--- config.mk ---
export PLATFORM = sky130hd
export DESIGN_NAME = jit3_front
export DESIGN_NICKNAME = d
export VERILOG_FILES = /design/src/design/jit3_pkg.sv /design/src/design/jit3_ram.sv /design/src/design/jit3_front.sv
export SDC_FILE = /design/constraint.sdc
export NUM_CORES = 1
export LEC_CHECK = 0
export BUFFER_PORTS_ARGS = -buffer_cell sky130_fd_sc_hd__buf_2
export CAP_MARGIN = 20
export CORE_ASPECT_RATIO = 0.7
export CORE_MARGIN = 2
export CORE_UTILIZATION = 55
export DETAILED_ROUTE_END_ITERATION = 16
export PLACE_DENSITY = 0.76
export SLEW_MARGIN = 40
export SYNTH_ARGS = -nofsm -noshare
export SYNTH_HDL_FRONTEND = slang
export SYNTH_SLANG_ARGS = --single-unit
--- constraint.sdc ---
create_clock -name clk -period 31.3 [get_ports clk]
set_input_delay 1.565 -clock clk [delete_from_list [all_inputs] [get_ports clk]]
set_output_delay 1.565 -clock clk [all_outputs]
set_load 0.02 [all_outputs]
--- src/design/jit3_pkg.sv ---
// Shared types and constants for the 3D Jacobian inverse-transpose unit.
package jit3_pkg;

  // One accepted node, as passed from the front end to the back end
  typedef struct packed {
    logic signed [31:0] node_x;
    logic signed [31:0] node_y;
    logic signed [31:0] node_z;
    logic signed [31:0] dphi_xi;
    logic signed [31:0] dphi_eta;
    logic signed [31:0] dphi_zeta;
    logic signed [31:0] quad_weight;
    logic               last_node;
  } jit3_node_t;

  localparam int NodeBits = $bits(jit3_node_t);

  // One finished result
  typedef struct packed {
    logic signed [31:0] inv_00;
    logic signed [31:0] inv_01;
    logic signed [31:0] inv_02;
    logic signed [31:0] inv_10;
    logic signed [31:0] inv_11;
    logic signed [31:0] inv_12;
    logic signed [31:0] inv_20;
    logic signed [31:0] inv_21;
    logic signed [31:0] inv_22;
    logic signed [31:0] determinant;
    logic signed [31:0] weighted_det;
    logic               singular;
  } jit3_res_t;

  // Back-end sequencer states
  typedef enum logic [3:0] {
    ST_IDLE,
    ST_MAC,
    ST_ENTRY,
    ST_COF,
    ST_DET,
    ST_WDET,
    ST_DIV,
    ST_OUT
  } jit3_state_t;

  // Saturate a wide signed value to 32 bits
  function automatic logic signed [31:0] sat32(input logic signed [67:0] v);
    logic signed [31:0] r;
    if (v > 68'sd2147483647) r = 32'sh7fffffff;
    else if (v < -68'sd2147483648) r = 32'sh80000000;
    else r = v[31:0];
    return r;
  endfunction

endpackage

--- src/design/jit3_ram.sv ---
// Generic single-port-write, single-port-read RAM with registered read.
module jit3_ram #(
  parameter int WIDTH = 8,
  parameter int DEPTH = 4
) (
  input  logic                     clk,
  input  logic                     we,
  input  logic [$clog2(DEPTH)-1:0] waddr,
  input  logic [WIDTH-1:0]         wdata,
  input  logic                     re,
  input  logic [$clog2(DEPTH)-1:0] raddr,
  output logic [WIDTH-1:0]         rdata
);

  logic [WIDTH-1:0] mem [DEPTH];

  always_ff @(posedge clk) begin
    if (we) mem[waddr] <= wdata;
    if (re) rdata <= mem[raddr];
  end

endmodule

--- src/design/jit3_front.sv ---
// Front end: node intake and a short queue towards the back end.
module jit3_front
  import jit3_pkg::*;
(
  input  logic       clk,
  input  logic       rst,
  input  logic       in_valid,
  output logic       in_ready,
  input  jit3_node_t in_node,
  output logic       q_valid,
  input  logic       q_ready,
  output jit3_node_t q_node
);

  localparam int Depth = 4;
  localparam int AW = $clog2(Depth);

  logic [AW-1:0] wptr, rptr;
  logic [AW:0]   count;
  logic          push, pop;
  logic [NodeBits-1:0] rdata;
  logic          rvalid;

  // read data registered in the RAM; one entry prefetched into an output slot
  assign in_ready = (count != (AW+1)'(Depth));
  assign push = in_valid && in_ready;
  assign pop  = (count != '0) && (!rvalid || q_ready);

  jit3_ram #(.WIDTH(NodeBits), .DEPTH(Depth)) u_ram (
    .clk(clk), .we(push), .waddr(wptr), .wdata(in_node),
    .re(pop), .raddr(rptr), .rdata(rdata)
  );

  always_ff @(posedge clk) begin
    if (rst) begin
      wptr <= '0;
      rptr <= '0;
      count <= '0;
      rvalid <= 1'b0;
    end else begin
      if (push) wptr <= wptr + 1'b1;
      if (pop) rptr <= rptr + 1'b1;
      count <= count + (AW+1)'(push) - (AW+1)'(pop);
      if (pop) rvalid <= 1'b1;
      else if (q_ready) rvalid <= 1'b0;
    end
  end

  assign q_valid = rvalid;
  assign q_node  = rdata;

endmodule

Word-level counts from Yosys, hierarchy flattened. Memories as Yosys holds them, arrays and structs flattened. A register that Yosys moved wholly into a read port is not among the register bits. Cells that the tools add are included.

Memory bits (writable): 900. Register bits: 8. Memories kept: 1. Word-level logic and storage cells: 20.

Add/sub/neg operators: 4. Equal/unequal tests: 1. Reductions and logical operators: 6. Multiplexer cells: 4.

Memories: u_ram.mem (depth 4, bits a word 225, rd ports 1, clocked after Yosys merged registers in 1, write ports 1, RTL line jit3_ram.sv:15) `logic [WIDTH-1:0] mem [DEPTH];`.

Operator list (number): $add A2 B1 Y2 const B (2); $mux W1 (4); $add A3 B1 Y3 (1); $ne A3 B3 Y1 const B (1); $reduce_bool A3 Y1 (1); $sub A3 B1 Y3 (1); $logic_and A1 B1 Y1 (2); $reduce_bool A2 Y1 (1); $logic_not A1 Y1 (1); $logic_or A1 B1 Y1 (1).

Depth between registers and ports, before layout. Gate-level depths: netlist of the first run.

Word-level depth: 4. Depth in mapped cells: 11.

Modules after synthesis. Synthesis of the first run repeated with hierarchy kept, for this count alone.

Cells, all modules: 1447. Area, all modules: 39631.8 um^2.

By module, submodules not included: jit3_ram (area each 39235.1 um^2, instances 1, cells an instance 1404, seq. area each 33782.4 um^2); jit3_front (area each 396.6 um^2, instances 1, cells an instance 43, seq. area each 160.2 um^2).

Worst setup path before layout of the first run. Ideal clock, no wire load.

Path kind: input-to-reg. From: input port q_ready. To: register count[2]. Stages on the path: 10. Buffers on the path: 0. Setup time: 78 ps. Path slack: 17756 ps. Arrival: 13466 ps. Data required time: 31222 ps. Cell sequence: nor2b_1 -> nor2_1 -> ha_1 -> inv_1 -> ha_1 -> inv_1 -> fa_1 -> xor2_1 -> and2_1 -> nor3_1.

Cells in the longest elaborated chain, start to end: 3.

RTL lines: start: declaration (RTL line jit3_front.sv:11) `input logic q_ready,`; $logic_or A1 B1 Y1 (RTL line jit3_front.sv:27) `assign pop = (count != '0) && (!rvalid || q_ready);`; $logic_and A1 B1 Y1 (RTL line jit3_front.sv:27); net pop (RTL line jit3_front.sv:20) `logic push, pop;`; $sub A3 B1 Y3 (RTL line jit3_front.sv:43) `count <= count + (AW+1)'(push) - (AW+1)'(pop);`; end signal: assignment (RTL line jit3_front.sv:43); end: declaration (RTL line jit3_front.sv:19) `logic [AW:0] count;`.

The timed path passes the listed nets, and every way through them passes these cells. A chain may end at the register's enable or synchronous reset.

Worst setup path after layout of the first run.
From: input port in_valid. To: memory u_ram.mem[3][163] (netlist name) (enable).

Cells in the longest elaborated chain, start to end: 3.

RTL lines: start: declaration (RTL line jit3_front.sv:7) `input logic in_valid,`; $logic_and A1 B1 Y1 (RTL line jit3_front.sv:26) `assign push = in_valid && in_ready;`; $mux W1 (RTL line jit3_ram.sv:18) `if (we) mem[waddr] <= wdata;`; $mux W1 (not written as such) (RTL line jit3_ram.sv:18); end: declaration (RTL line jit3_ram.sv:15).

Every way passes these cells.

==> out/metrics.yaml, run 1 <==
p_per_area_nw_per_um2: 93.9
p_leak_uw: 0.0155
min_delay_worst_endpoint: "count[2]"
dr.pass1.iters: 5
syn_inst: 1453
vdd_drop_max_mv: 0.0749
crit_chain: "buf_2, a21boi_1, and2_4, buf_4, buf_6"
pre_cts_ws_ns: 26.28
synth_commonest_cells: "1125 x edfxtp_1, 225 x mux4_2, 23 x buf_12, 23 x buf_2"
antenna_found_initial: 28
synth_mux_area_frac: 0.128
crit_slowest_cell: "buf_4"
gp_congestion: 0.785
synth_area_um2: 39900
ys.flop_type: "edfxtp_1"
ctsResizeCount: 0
dp_hpwl_um: 45400
clock-sinks: 1133
hold_viol_final: 0
rr_endpoint: "u_ram.mem[3][163]"
clockPowerShare: 0.284
rows: 82
synthToLayoutAreaGrowth_pct: 16.5
ys_warn_count: 0
power.internal_uw: 3140
run_status: "finished, final reports clean"
vias_per_cell: 5.64
required_ns: 31.58
synth_xor_area_frac: 0.000219
drc: 0
power_switching_uw: 1230
fin_ws_ns: 27.21
final_layout_size_suffix_gt1_frac: 0.416
synth_top_area_share: 0.846
drv_slew: 0
first_global_vias: 17700
rsz0062_at_grt: "false"
async_flop_share: 0
nets: 2225
syn_nets: 1689
cts.clk_slew.worst_paths_ns: 0.06
skew_ns: 0.0218
synth_largest_area_cell: "edfxtp_1"
cts.path.max_buffers: 3
worstSetupEndpointType: "flip-flop"
synthSimpleGateAreaFrac: 0.00345
tightest_slew_ns: 0.870
fp.dieW_um: 326
finalCritPeriodShare: 0.131
max_freq_mhz: 244
fin_tns_setup_ns: 0
hold_depth: 2
vias: 17200
maxCapViolCount: 0
nFillCells: 4512
clock_latency_ns: 0.67
post_cts_buffers: 0
ys_seq_area_frac: 0.850
htree_num_levels: 3
pin_count: 456
max_slew_margin: 0.420
synth_adder_area_share: 0.00238
synth.avg_cell_area_um2: 27.5
grtUsageTotal: 0.207
final_cell_area_um2: 46500
start_kind: "input port"
postPlaceCellArea_um2: 43100
total_power_uw: 4370
path_class: "input port to flip-flop"
die_h_um: 229
crit_path_max_fanout: 63
setup_viol: 0
cts_hold_buf: 0
antenna_left: 0
synth_most_common_cell: "edfxtp_1"
holdWs_ns: 0.564
synth_area_leaders: "edfxtp_1 85%, mux4_2 13%, buf_12 1.2%"
core_um2: 71700
p_sw_frac: 0.282
fin_crit_ns: 4.09
rr_worst_depth: 5
synth_seq_cells: 1133
slowest_delay_ns: 0.74
synth_top_family_by_area: "multiplexers"
wl_per_cell_um: 25.4
numCtsBuffers: 102
grt-ovfl-total: 0
synth_compound_area_frac: 0.000376
hp-class: "flip-flop to flip-flop"
die_area_um2: 74800
reg2reg_from: "count[1]"
initial_core_util: 0.557
synth_edf_count: 1125
ys_types: 24
comb_power_share: 0.223
cts_root_buffer: "clkbuf_16"
drtIter0Drc: 1265
seqPwrFrac: 0.494
grt_first_pass_wirelength_um: 114000
crit_arrival_ns: 4.37
wl_um: 77300
cts_tree: "done"
grt_max_degree: 72
worst_hold_startpoint: "count[1]"
r2r_slack_ns: 27.67
io_buffers: 455
==> cells in the final DEF (no fill, tap or decap), drive strengths merged, types with 2 or more instances in the layout <==
cell         n
and2         5
nor3         2
clkbuf     126
clkinvlp     3
diode       10
edfxtp    1125
inv          9
nand2b       3
nor2         8
ha           6
dfxtp        8
buf        484
nor2b        4
mux2         2
bufinv      13
mux4       225
clkinv      42
==> sequential cells by signal (all words and copies together), names as in the netlist <==
name / count
u_ram.rdata: 225
count: 3
wptr: 2
u_ram.mem: 900
rptr: 2
q_valid: 1
==> power groups by stage <==
stage	registers [uW]	logic [uW]	clock network (uW)
2_1_floorplan	2440	478	0
3_3_place_gp	2190	951	0
3_5_place_dp	2190	987	0
4_1_cts	2160	990	1260
5_1_grt	2180	1030	1320
6_report	2160	972	1240
==> worst max-delay path: cells and delay by family <==
family	cells	cell delay (ns)
buf+inv	3	1.42
simple gates	1	0.73
compound gates	1	0.53
==> layout make-up <==
type                            instances  area (um2)  share of cell area
Antenna cell                           10        25.0            0.000538
Timing Repair Buffer                  484        2630              0.0564
Clock buffer                          126        2710              0.0581
Inverter                                5        18.8            0.000403
Clock inverter                         62         632              0.0136
Multi-Input combinational cell        263        5370               0.115
Sequential cell                      1133       34000               0.729
Tap cell                              966        1210              0.0260
==> stage by stage <==
step           std cells  utilization
2_1_floorplan       1453            -
3_3_place_gp        2845        0.600
3_5_place_dp        2849        0.601
4_1_cts             3037        0.648
5_1_grt             3042        0.649
6_report            3049        0.649
==> how the worst max path moves through the flow <==
| stage | cells past startpoint | slack (ns) | start | to |
|---|---|---|---|---|
| floorplan | 10 | 17.76 | q_ready | count[2] |
| global placement | 5 | 26.30 | in_valid | u_ram.mem[3][134] |
| detailed placement | 5 | 26.28 | in_valid | u_ram.mem[2][113] |
| finish | 5 | 27.21 | in_valid | u_ram.mem[3][163] |
| CTS | 5 | 26.97 | in_valid | u_ram.mem[2][121] |
| global route | 5 | 27.04 | in_valid | u_ram.mem[3][128] |
==> per-layer routing <==
metal,track usage,up-vias,share of wire
met2,0.340,593,0.51
met3,0.0744,144,0.089
met1,0.265,9052,0.38
li1,-,7367,-
met4,0.0510,34,0.020
met5,0,-,0.0027
==> cell families after synthesis <==
| logic type | Yosys count |
|---|---|
| AO/OA/AOI/OAI | 2 |
| XOR/XNOR | 1 |
| adder cells (fa/ha/maj) | 7 |
| buffers and inverters | 57 |
| flip-flops | 1133 |
| multiplexers | 228 |
| AND/OR/NAND/NOR | 25 |
Note: power is estimated with default switching activity, not from simulation.
==> run 2, diff against run 1 <==
CORE_UTILIZATION = 52   (was 55)
PLACE_DENSITY = 0.75   (was 0.76)
clock period = 3.4 ns   (was 31.3 ns; I/O delays follow)
==> run 2 against run 1 <==
Compared with the run above:
- non-clock buffer count grew 251
- first-iteration DRC count grew 35%
- count of clock-buffer cells in the layout shrank 1
- combinational power grew to 9.6 times the previous value
- register-to-register slack lost 27 ns
- critical path depth grew 6
- routed wire length grew 5.8%
- largest cell class unchanged
==> out/metrics.yaml, run 2 (synthesized netlist as in run 1, its figures left out) <==
first_global_vias: 19300
cts_tree: "done"
fp.dieW_um: 335
worst_hold_startpoint: "in_valid"
min_delay_worst_endpoint: "wptr[1]"
final_layout_size_suffix_gt1_frac: 0.382
worstSetupEndpointType: "flip-flop"
grt-ovfl-total: 0
ctsResizeCount: 0
holdWs_ns: 0.0764
grt_max_degree: 130
antenna_left: 0
skew_ns: 0.0138
layout_commonest_cell: "edfxtp_1"
fin_cells: 3314
drc: 0
gp_congestion: 0.788
hold_viol_final: 0
p_leak_uw: 0.0165
dr.pass1.iters: 5
power_switching_uw: 11600
p_per_area_nw_per_um2: 822
rsz0062_at_grt: "false"
rr_endpoint: "count[2]"
nets: 2472
nFillCells: 4747
clock_latency_ns: 0.65
r2r_slack_ns: 0.78
seq_area_um2: 34000
crit_arrival_ns: 3.17
grt_first_pass_wirelength_um: 121000
hold_depth: 3
crit_slowest_cell: "a21boi_1"
top_register: "u_ram.mem"
placed_cells: 2897
clockPowerShare: 0.271
start_kind: "flip-flop"
tightest_slew_ns: 0.769
dp_hpwl_um: 47200
run_status: "finished, final reports clean"
maxCapViolCount: 0
required_ns: 3.95
cp_top_family: "adder cells"
htree_num_levels: 3
clock-sinks: 1133
vias_per_cell: 5.51
reg2reg_from: "count[1]"
io_buffers: 455
drv_slew: 0
seqPwrFrac: 0.498
antenna_found_initial: 19
cts_root_buffer: "clkbuf_16"
fin_crit_ns: 2.62
comb_power_share: 0.231
largest_reg_flops: 900
max_slew_margin: 0.487
max_freq_mhz: 382
crit_path_frequent_cell: "inv_1"
grtUsageTotal: 0.207
path_class: "flip-flop to flip-flop"
total_power_uw: 40200
cts.path.max_buffers: 3
synthToLayoutAreaGrowth_pct: 22.5
vdd_drop_max_mv: 0.604
setup_viol: 0
post_cts_buffers: 0
core_um2: 75600
rr_worst_depth: 11
die_h_um: 236
crit_path_max_fanout: 7
pin_count: 456
rows: 84
multi_input_area_um2: 5390
final_core_util: 0.647
reg.largest.list: "u_ram.mem (900), u_ram.rdata (225), count (3)"
finalCritPeriodShare: 0.770
final_cell_mix: "1125 x edfxtp_1, 455 x buf_2, 227 x dlygate4sd3_1"
wl_per_cell_um: 24.7
cts.clk_slew.worst_paths_ns: 0.06
wl_um: 81800
die_area_um2: 79100
power.internal_uw: 28700
slowest_delay_ns: 0.56
p_sw_frac: 0.287
drtIter0Drc: 1709
numCtsBuffers: 98
vias: 18300
initial_core_util: 0.529
crit_chain: "nor2_1, a21boi_1, inv_1, ha_1, inv_1, ha_1, inv_1, fa_2, xor2_1, and2_1, nor3_1"
hp-class: "input port to flip-flop"
cp_num_buf_inv: 3
run 2: changes by cell type in the layout (fill, tap and decap cells not counted), moves of 2 or more:
cell | previous run | this run
clkbuf_1 | 21 | 23
buf_6 | 15 | 0
clkbuf_16 | 105 | 101
inv_6 | 4 | 2
buf_12 | 6 | 17
buf_4 | 8 | 35
bufinv_16 | 13 | 9
dlygate4sd3_1 | 0 | 227
dfxtp_1 | 6 | 4
dfxtp_2 | 0 | 2
clkinv_1 | 24 | 20
run 2: how the worst max path moves through the flow:
stage,slack (ns),startpoint,depth (start not counted),endpoint
floorplan,-2.01,q_valid,10,count[2]
finish,0.78,count[1],11,count[2]
global placement,0.97,count[2],4,u_ram.rdata[131]
detailed placement,0.78,count[1],11,count[2]
global route,0.63,count[1],11,count[2]
CTS,0.76,count[1],11,count[2]
run 2: power groups by stage:
stage               clock network, uW  registers [uW]  logic, uW
floorplan                           0           21900       4430
global placement                    0           20200       8990
detailed placement                  0           20300       9110
CTS                             11100           20100       9390
global route                    11600           20300       9870
finish                          10900           20100       9290
run 2: final cells by class:
cell class	count	area share
flip-flops and latches	1133	0.694
well taps	989	0.0253
repair buffers	735	0.106
inverters	5	0.000384
clock inverters	54	0.0101
clock buffers	125	0.0537
diodes	10	0.000511
multi-input cells	263	0.110
run 2: per-layer routing:
layer / global-route usage / part of all wire
met1: 0.285 / 0.39
met2: 0.333 / 0.49
met3: 0.0563 / 0.089
met4: 0.0533 / 0.021
met5: 0 / 0.0011
run 2: worst reg2reg max path: cells and delay by family, from the launching register on:
kind | cells | cell delay [ns]
buffers and inverters | 3 | 0.24
XOR/XNOR | 1 | 0.16
adder cells (fa/ha/maj) | 3 | 0.81
AO/OA/AOI/OAI | 1 | 0.56
flip-flops | 1 | 0.39
AND/OR/NAND/NOR | 3 | 0.39
run 2: through the flow:
step                TNS (ns)  setup WS [ns]  cell area (um2)
CTS                        0          0.762            48900
detailed placement         0          0.781            43500
finish                     0          0.782            48900
floorplan            -195.17          -2.01            40000
global placement           0          0.973            43500
global route               0          0.634            48900
run 2: timing repair:
action,CTS,global route
hold buffers,227,0
endpoints found under the setup margin,0,0
hold endpoints to repair,906,0
